**config.mk**
```make
export PLATFORM = sky130hd
export DESIGN_NAME = bounded_priority_queue_evict_lowest_top
export DESIGN_NICKNAME = d
export VERILOG_FILES = /design/src/hdl/bpqel_pkg.sv /design/src/hdl/bounded_priority_queue_evict_lowest_top.sv /design/src/hdl/bpqel_cell.sv
export VERILOG_INCLUDE_DIRS = /design/src /design/src/hdl
export SDC_FILE = /design/constraint.sdc
export NUM_CORES = 2
export LEC_CHECK = 0
export ABC_AREA = 0
export BUFFER_PORTS_ARGS = -buffer_cell sky130_fd_sc_hd__buf_4
export CAP_MARGIN = 20
export CORE_ASPECT_RATIO = 1.1
export CORE_MARGIN = 1
export CORE_UTILIZATION = 40
export DETAILED_ROUTE_END_ITERATION = 12
export SLEW_MARGIN = 40
export SYNTH_ARGS = -nofsm -noshare
export SYNTH_HDL_FRONTEND = slang
export SYNTH_HIERARCHICAL = 1
export SYNTH_SLANG_ARGS = --single-unit
```
**constraint.sdc**
```tcl
create_clock -name clk -period 9.4 [get_ports clk]
set_input_delay 0.94 -clock clk [delete_from_list [all_inputs] [get_ports clk]]
set_output_delay 0.94 -clock clk [all_outputs]
set_load 0.05 [all_outputs]
```
**src/hdl/bounded_priority_queue_evict_lowest_top_assert.svh**
```systemverilog
// assertion macros for the bounded priority queue
`ifndef BOUNDED_PRIORITY_QUEUE_EVICT_LOWEST_TOP_ASSERT_SVH
`define BOUNDED_PRIORITY_QUEUE_EVICT_LOWEST_TOP_ASSERT_SVH
`ifndef SYNTH
`define BPQEL_ASSERT(label, expr) \
	label: assert property (@(posedge clk) disable iff (!arst_n) (expr)) \
		else $error("bpqel check failed");
`define BPQEL_ASSERT_IMP(label, ante, cons) \
	label: assert property (@(posedge clk) disable iff (!arst_n) (ante) |-> (cons)) \
		else $error("bpqel check failed");
`define BPQEL_ASSERT_NXT(label, ante, cons) \
	label: assert property (@(posedge clk) disable iff (!arst_n) (ante) |=> (cons)) \
		else $error("bpqel check failed");
`else
`define BPQEL_ASSERT(label, expr)
`define BPQEL_ASSERT_IMP(label, ante, cons)
`define BPQEL_ASSERT_NXT(label, ante, cons)
`endif
`endif

```
**src/hdl/bpqel_pkg.sv**
```systemverilog
// types and constants shared by the priority queue cells and top level
package bpqel_pkg;

	localparam int DEPTH        = 16;
	localparam int PRIO_BITS    = 8;
	localparam int PAYLOAD_BITS = 32;
	localparam int OCC_BITS     = 5;
	localparam int CAP_BITS     = 5;
	localparam logic [CAP_BITS-1:0] CAP_RESET = 5'd16;

	typedef enum logic {
		KIND_PUSH = 1'b0,
		KIND_POP  = 1'b1
	} kind_t;

	typedef enum logic [1:0] {
		OP_HOLD  = 2'd0,
		OP_PUSH  = 2'd1,
		OP_EVICT = 2'd2,
		OP_POP   = 2'd3
	} op_t;

	typedef struct packed {
		logic signed [PRIO_BITS-1:0] prio;
		logic [PAYLOAD_BITS-1:0]     data;
	} entry_t;

	typedef struct packed {
		kind_t                       kind;
		logic signed [PRIO_BITS-1:0] priority_req;
		logic [PAYLOAD_BITS-1:0]     payload;
	} item_t;

	typedef struct packed {
		logic                        accepted;
		logic                        evicted;
		logic                        pop_valid;
		logic [PAYLOAD_BITS-1:0]     pop_payload;
		logic signed [PRIO_BITS-1:0] pop_priority;
		logic [OCC_BITS-1:0]         occupancy;
	} result_t;

	// broadcast to every cell
	typedef struct packed {
		op_t    op;
		entry_t ent;
	} ctl_t;

	// what a cell shows its neighbors
	typedef struct packed {
		logic   valid;
		logic   ge;
		logic   low;
		entry_t ent;
	} nbr_t;

endpackage

```
**src/hdl/bounded_priority_queue_evict_lowest_top.sv**
```systemverilog
// bounded priority queue with lowest-priority eviction, top level
// A command is taken in every cycle that start is high (busy stays low), and its
// result appears on result with done high in the next cycle; the receiver
// cannot stall, so it must take every result when done is set. Entries sit in a
// chain of DEPTH cells kept sorted highest first, oldest first among equals; each
// push, evict or pop updates all cells at once. A push into a full
// queue replaces the oldest lowest entry only if it is strictly higher, else it is
// refused. The capacity register (reset 16, saturated at DEPTH) is written through
// cfg_valid/cfg_data and must only change while no command is outstanding.
`include "bounded_priority_queue_evict_lowest_top_assert.svh"
module bounded_priority_queue_evict_lowest_top #(
	parameter int DEPTH = bpqel_pkg::DEPTH
) (
	input  logic                                clk,
	input  logic                                arst_n,
	input  logic                                start,
	output logic                                busy,
	input  bpqel_pkg::item_t                    cmd,
	output logic                                done,
	output bpqel_pkg::result_t                  result,
	input  logic                                cfg_valid,
	output logic                                cfg_ready,
	input  logic [bpqel_pkg::CAP_BITS-1:0]      cfg_data
);

	localparam int CNT_W = $clog2(DEPTH + 1);
	localparam int CMP_W = (CNT_W > bpqel_pkg::CAP_BITS) ? CNT_W : bpqel_pkg::CAP_BITS;
	localparam bpqel_pkg::nbr_t NBR_HEAD = '{valid: 1'b0, ge: 1'b1, low: 1'b0, ent: '0};
	localparam bpqel_pkg::nbr_t NBR_TAIL = '{valid: 1'b0, ge: 1'b0, low: 1'b0, ent: '0};

	logic [bpqel_pkg::CAP_BITS-1:0]     capacity_q;
	logic [CNT_W-1:0]                   count_q;
	logic [CNT_W-1:0]                   count_d;
	logic                               done_q;
	bpqel_pkg::result_t                 result_q;
	bpqel_pkg::result_t                 result_d;
	bpqel_pkg::ctl_t                    ctl;
	bpqel_pkg::nbr_t                    cur_w [DEPTH];
	bpqel_pkg::nbr_t                    prv_w [DEPTH];
	bpqel_pkg::nbr_t                    nxt_w [DEPTH];
	logic [DEPTH-1:0]                   vld;
	logic [DEPTH-1:0]                   last;
	logic signed [bpqel_pkg::PRIO_BITS-1:0] tail;
	logic [CMP_W-1:0]                   cap_ext;
	logic [CMP_W-1:0]                   cap_eff;
	logic                               full;
	logic                               win;

	assign busy      = 1'b0;
	assign cfg_ready = 1'b1;

	for (genvar i = 0; i < DEPTH; i++) begin : g_cell
		if (i == 0) begin : g_head
			assign prv_w[i] = NBR_HEAD;
		end else begin : g_mid
			assign prv_w[i] = cur_w[i-1];
		end
		if (i == DEPTH - 1) begin : g_end
			assign nxt_w[i] = NBR_TAIL;
			assign last[i]  = cur_w[i].valid;
		end else begin : g_run
			assign nxt_w[i] = cur_w[i+1];
			assign last[i]  = cur_w[i].valid && !cur_w[i+1].valid;
		end
		assign vld[i] = cur_w[i].valid;

		bpqel_cell u_cell (
			.clk    (clk),
			.arst_n (arst_n),
			.ctl    (ctl),
			.tail   (tail),
			.prv    (prv_w[i]),
			.nxt    (nxt_w[i]),
			.cur    (cur_w[i])
		);
	end

	// lowest stored priority sits in the last valid cell
	always_comb begin
		tail = '0;
		for (int i = 0; i < DEPTH; i++) begin
			if (last[i]) begin
				tail = tail | cur_w[i].ent.prio;
			end
		end
	end

	assign cap_ext = CMP_W'(capacity_q);
	assign cap_eff = (cap_ext > CMP_W'(DEPTH)) ? CMP_W'(DEPTH) : cap_ext;
	assign full    = CMP_W'(count_q) >= cap_eff;
	assign win     = vld[0] && ($signed(tail) < $signed(cmd.priority_req));

	always_comb begin
		ctl.ent.prio = cmd.priority_req;
		ctl.ent.data = cmd.payload;
		ctl.op       = bpqel_pkg::OP_HOLD;
		if (start) begin
			unique case (cmd.kind)
				bpqel_pkg::KIND_PUSH: begin
					priority if (!full) begin
						ctl.op = bpqel_pkg::OP_PUSH;
					end else if (win) begin
						ctl.op = bpqel_pkg::OP_EVICT;
					end else begin
						ctl.op = bpqel_pkg::OP_HOLD;
					end
				end
				bpqel_pkg::KIND_POP: begin
					ctl.op = vld[0] ? bpqel_pkg::OP_POP : bpqel_pkg::OP_HOLD;
				end
				default: begin
					ctl.op = bpqel_pkg::OP_HOLD;
				end
			endcase
		end
	end

	always_comb begin
		unique case (ctl.op)
			bpqel_pkg::OP_PUSH:  count_d = count_q + CNT_W'(1);
			bpqel_pkg::OP_POP:   count_d = count_q - CNT_W'(1);
			bpqel_pkg::OP_HOLD:  count_d = count_q;
			bpqel_pkg::OP_EVICT: count_d = count_q;
			default:             count_d = count_q;
		endcase
	end

	always_comb begin
		result_d.accepted     = (ctl.op == bpqel_pkg::OP_PUSH) || (ctl.op == bpqel_pkg::OP_EVICT);
		result_d.evicted      = ctl.op == bpqel_pkg::OP_EVICT;
		result_d.pop_valid    = ctl.op == bpqel_pkg::OP_POP;
		result_d.pop_payload  = (ctl.op == bpqel_pkg::OP_POP) ? cur_w[0].ent.data : '0;
		result_d.pop_priority = (ctl.op == bpqel_pkg::OP_POP) ? cur_w[0].ent.prio : '0;
		result_d.occupancy    = bpqel_pkg::OCC_BITS'(count_d);
	end

	always_ff @(posedge clk or negedge arst_n) begin
		if (!arst_n) begin
			capacity_q <= bpqel_pkg::CAP_RESET;
			count_q    <= '0;
			done_q     <= 1'b0;
		end else begin
			if (cfg_valid && cfg_ready) begin
				capacity_q <= cfg_data;
			end
			count_q <= count_d;
			done_q  <= start;
		end
	end

	always_ff @(posedge clk) begin
		result_q <= result_d;
	end

	assign done   = done_q;
	assign result = result_q;

	`BPQEL_ASSERT(a_count_match, $countones(vld) == int'(count_q))
	`BPQEL_ASSERT(a_vld_contig, (vld & (vld + DEPTH'(1))) == '0)
	`BPQEL_ASSERT_IMP(a_evict_full, ctl.op == bpqel_pkg::OP_EVICT, full && vld[0])
	`BPQEL_ASSERT_IMP(a_occ_track, done_q, result_q.occupancy == bpqel_pkg::OCC_BITS'(count_q))
	`BPQEL_ASSERT_NXT(a_empty_pop, start && cmd.kind == bpqel_pkg::KIND_POP && count_q == '0,
		done_q && !result_q.pop_valid && result_q.pop_payload == '0)

endmodule

```
**src/hdl/bpqel_cell.sv**
```systemverilog
// one slot of the sorted shift-register queue
module bpqel_cell (
	input  logic                                  clk,
	input  logic                                  arst_n,
	input  bpqel_pkg::ctl_t                       ctl,
	input  logic signed [bpqel_pkg::PRIO_BITS-1:0] tail,
	input  bpqel_pkg::nbr_t                       prv,
	input  bpqel_pkg::nbr_t                       nxt,
	output bpqel_pkg::nbr_t                       cur
);

	logic              valid_q;
	bpqel_pkg::entry_t ent_q;
	logic              valid_d;
	bpqel_pkg::entry_t ent_d;
	logic              ge;
	logic              low;
	logic              ins;

	// ge: stays ahead of the new item; low: part of the lowest group
	assign ge  = valid_q && ($signed(ent_q.prio) >= $signed(ctl.ent.prio));
	assign low = valid_q && ($signed(ent_q.prio) == $signed(tail));
	assign ins = !ge && prv.ge;

	always_comb begin
		valid_d = valid_q;
		ent_d   = ent_q;
		unique case (ctl.op)
			bpqel_pkg::OP_HOLD: begin
				valid_d = valid_q;
				ent_d   = ent_q;
			end
			bpqel_pkg::OP_PUSH: begin
				priority if (ge) begin
					valid_d = valid_q;
					ent_d   = ent_q;
				end else if (ins) begin
					valid_d = 1'b1;
					ent_d   = ctl.ent;
				end else begin
					valid_d = prv.valid;
					ent_d   = prv.ent;
				end
			end
			bpqel_pkg::OP_EVICT: begin
				// cells past the evicted one keep their place
				priority if (prv.low || ge) begin
					valid_d = valid_q;
					ent_d   = ent_q;
				end else if (ins) begin
					valid_d = 1'b1;
					ent_d   = ctl.ent;
				end else begin
					valid_d = prv.valid;
					ent_d   = prv.ent;
				end
			end
			bpqel_pkg::OP_POP: begin
				valid_d = nxt.valid;
				ent_d   = nxt.ent;
			end
			default: begin
				valid_d = valid_q;
				ent_d   = ent_q;
			end
		endcase
	end

	always_ff @(posedge clk or negedge arst_n) begin
		if (!arst_n) begin
			valid_q <= 1'b0;
		end else begin
			valid_q <= valid_d;
		end
	end

	always_ff @(posedge clk) begin
		ent_q <= ent_d;
	end

	assign cur.valid = valid_q;
	assign cur.ge    = ge;
	assign cur.low   = low;
	assign cur.ent   = ent_q;

endmodule
```
Yosys cells after proc, flatten, opt, wreduce, memory -nomap -nowiden
Index checks and enable logic that the tools add are counted.

Register bits: 715. Latch bits: 0. Bits in writable memories: 0. Memory bits (read-only): 0. Input bits: 50. Memories kept: 0.

$add $sub $neg: 2. Multiply operators: 0. Divide/modulo/power cells: 0. Order comparisons: 19. Equal/unequal tests: 49. Shifts and indexed selects: 0. Muxes and demuxes: 147. Bitwise operators: 17. Reduce and logical (&&, ||, !) cells: 127.

Operators with widths (number): 40-bit 2-to-1 mux (46); 40-bit case mux with 3 select lines (15); 8-bit greater-or-equal comparator (16); 8-bit 2-to-1 mux (16); 8-bit == test (15); 8-bit bitwise OR (15); 40-bit case mux with 2 select lines (1); 1-bit logical AND (62); 2-bit inequality test (second input constant) (31); 1-bit 2-to-1 mux (46); 1-bit case mux with 3 select lines (15); 3-bit AND reduction (15); 1-bit zero test (30); 1-bit logical OR (16); 5-bit case mux with 3 select lines (1); 8-bit less-than comparator (1); 2-bit 2-to-1 mux (4); 5-bit by 1-bit adder with 5-bit output (second input constant) (1); 5-bit greater-or-equal comparator (1); 5-bit greater-than comparator (second input constant) (1); 5-bit 2-to-1 mux (1); 5-bit by 1-bit subtractor with 5-bit output (second input constant) (1); 2-bit == test (second input constant) (2); 2-bit case mux with 2 select lines (1); 6 further kinds (8).

Longest topological paths before layout
Word-level depth: 43. Mapped depth: 20. Gate-level depth less buffers: 17.

Hierarchy
The synthesis kept the hierarchy.

By module, submodules not included: bpqel_cell at g_cell[11].u_cell ... (times used 14, cells each 281, area each 2921.6 µm², sequential area each 1226.2 µm²); bpqel_cell at g_cell[0].u_cell ... (times used 2, cells each 291, area each 2770.2 µm², sequential area each 1226.2 µm²); bounded_priority_queue_evict_lowest_top (times used 1, cells each 295, area each 2964.1 µm², sequential area each 1237.4 µm²).

Least setup slack after synthesis
Ideal clock, no wire load.

Path kind: register -> register. From: register g_cell[12].u_cell.valid_q. To: register g_cell[11].u_cell.ent_q (netlist bit g_cell[11].u_cell/cur[0]) (enable). Library setup time: 0.437 ns. Arrival time: 8.368 ns. Data required time: 8.963 ns. Slack: 0.595 ns. Cell stages (with the launch flop): 15. Clock period less this slack: 8.805 ns. Cells stage by stage: dfrtp_1 > buf_4 > nor2b_1 > clkbuf_1 > a22o_1 > a221oi_1 > nand4_1 > ha_1 > a211oi_1 > mux2i_1 > nor2_1 > a31oi_1 > a21oi_1 > a221oi_1 > nor2_1.

RTL lines: start, declared (line bpqel_cell.sv:12) `logic valid_q;`; start signal, assigned (line bpqel_cell.sv:73) `valid_q <= valid_d;`; end signal, assigned (line bpqel_cell.sv:78) `ent_q <= ent_d;`; end, declared (line bpqel_cell.sv:13) `bpqel_pkg::entry_t ent_q;`.

==> impl_metrics.tcl <==
set metrics [dict create \
    setup-violations-final 0 \
    ir_worst_vdd_v 0.0002127 \
    fin_crit_sh_pct 60.77 \
    dieArea_um2 124700 \
    cts_hold_buffers 0 \
    critPathRequiredTime_ns 9.84 \
    reg2reg_depth 16 \
    drive_gt1_share_pct 8.612 \
    drc 0 \
    clk_path_buf_depth 3 \
    gp_congestion 0.9071 \
    startpoint "g_cell[2].u_cell/valid_q" \
    io_pins 101 \
    skew_ns 0.04119 \
    worstSetupStartpointType "register" \
    initial_core_util_pct 40.51 \
    insertion_delay_ns 0.70 \
    vias_per_cell 5.971 \
    vias 37970 \
    syn_area_um2 49300 \
    wire_per_inst_um 22.76 \
    place_inst 6207 \
    netSwitchingFraction_pct 41.37 \
    htreeDepth 3 \
    grt_pass1_vias 35890 \
    grt_max_degree 83 \
    yosysWarnings 6 \
    drtAntennaViolNets 0 \
    cp-endpoint "g_cell[3].u_cell/cur[26]" \
    whs_ns 0.2092 \
    first_pass_iters 6 \
    p_clk_share_pct 14.0 \
    max_freq_mhz 175.1 \
    clkTransAtPathRegs_ns 0.06 \
    grt_pass1_wl_um 225700 \
    r2r_setup_slack_ns 3.69 \
    io_buffer_count 98 \
    seq_power_share_pct 35.3 \
    die_x_um 336.7 \
    tightest_slew_ns 0.8596 \
    critPathKind "reg2reg" \
    timing.rr.start "g_cell[2].u_cell/valid_q" \
    rows 134 \
    max-slew-margin-rel_pct 42.56 \
    nets 4857 \
    cp.arrival_ns 6.16 \
    tritoncts "yes" \
    path_max_fanout 67 \
    maxCapViolCount 0 \
    switching_power_mw 9.477 \
    syn_to_final_growth_pct 8.527 \
    fill_cells 11700 \
    p_comb_share_pct 50.7 \
    p_per_area_nw_per_um2 428.2 \
    p_leak_nw 19.43 \
    die_y_um 370.2 \
    intPower_mw 13.43 \
    final_cells 6360 \
    drt-initial-drc-count 3510 \
    syn-instance-count 4798 \
    overflow 0 \
    worstReg2RegEnd "g_cell[3].u_cell/cur[26]" \
    status "completed" \
    grt_usage_pct 22.77 \
    drv_slew 0 \
    hold_viol 0 \
    finalSetupTns_ns 0 \
    hold_path.class "in2async" \
    core_um2 121700 \
    antenna_found_initial 4 \
    cts_buffers 84 \
    finalWorstPathRequiredPeriod_ns 5.712 \
    post_cts_buffers 0 \
    dp_hpwl_um 94230 \
    grt_setup_unrepaired "no" \
    clock-sinks 715 \
    routed_wl_um 144700 \
    cts_resized 0 \
    avgSynthCellArea_um2 10.28 \
    clockRootBuffer "clkbuf_16" \
    endpoint_kind "register" \
]
==> layer usage <==
| metal | track usage [%] | wire [um] | vias to the layer above |
|---|---|---|---|
| li1 | - | - | 17760 |
| met1 | 34.85 | 70970 | 18870 |
| met2 | 33.40 | 61910 | 1172 |
| met3 | 2.957 | 9123 | 175 |
| met4 | 5.857 | 2727 | 0 |
| met5 | 0 | 0 | - |
==> sequential cells by signal, summed over array words and instances, names as in the netlist <==
name	count
cap_ext	5
count_q	5
done	1
g_cell.u_cell/cur	640
g_cell.u_cell/valid_q	16
result	48
==> critical path, stage by stage (launching register included) <==
cell and delay, ns:
dfrtp_1 0.56, nor2b_1 0.61, a22o_1 0.28, a221oi_1 0.07, nand4_1 0.14, buf_4 0.31
ha_1 0.29, o21ai_0 0.15, nand2b_1 0.07, a21oi_1 0.17, nor4b_1 0.10, a21oi_4 0.69
buf_4 0.55, and2_2 0.44, buf_4 0.61, nand2b_1 0.15, o31a_1 0.14
==> metrics by stage <==
stage	power, mW	cell area, um2	utilization (%)	setup slack (ns)
detailed placement	19.57	50830	41.76	3.785
finish	22.91	53510	43.96	3.688
CTS	22.89	53460	43.92	3.751
global placement	19.20	50610	41.58	3.872
global route	24.35	53500	43.95	3.500
floorplan	16.66	49620	-	0.6470
==> power by group through the flow <==
stage / Combinational (mW) / Clock (mW) / Sequential (mW)
after global routing: 12.7 / 3.39 / 8.25
after global placement: 11.0 / 0 / 8.16
after floorplan: 9.24 / 0 / 7.42
after detailed placement: 11.5 / 0 / 8.08
after CTS: 11.5 / 3.28 / 8.06
final: 11.6 / 3.20 / 8.10
==> final cells by class <==
class / count / area (um2) / area share (%)
multi-input combinational: 3477 / 25720 / 48.06
clock buffer: 122 / 2397 / 4.480
sequential: 715 / 20860 / 38.98
tap: 1632 / 2042 / 3.816
antenna: 2 / 5.005 / 0.009353
inverter: 203 / 762.0 / 1.424
timing repair buffer: 180 / 1495 / 2.794
clock inverter: 29 / 232.7 / 0.4349
==> worst min-delay path by stage <==
| stage | startpoint | depth (start not counted) | end | slack [ns] |
|---|---|---|---|---|
| 3_3_place_gp | g_cell[0].u_cell/cur[2] | 1 | result[15] | 0.48 |
| 6_report | arst_n | 1 | g_cell[2].u_cell/valid_q | 0.21 |
| 2_1_floorplan | g_cell[0].u_cell/cur[0] | 1 | result[13] | 0.44 |
| 4_1_cts | arst_n | 1 | g_cell[6].u_cell/valid_q | 0.18 |
| 5_1_grt | arst_n | 1 | g_cell[1].u_cell/valid_q | 0.23 |
| 3_5_place_dp | g_cell[0].u_cell/cur[29] | 1 | result[42] | 0.47 |
==> layout by cell type, fill, tap and decap left out, types with 86 or more instances in the layout <==
cell / instances
nand4_1: 108
buf_4: 161
and3_1: 566
a21boi_0: 462
nand2b_1: 576
inv_1: 202
nor2_1: 112
edfxtp_1: 640
ha_1: 144
conb_1: 87
a21oi_1: 145
xor2_1: 100
clkbuf_16: 86
o31a_1: 560
Power figures use the tool's default switching activity.
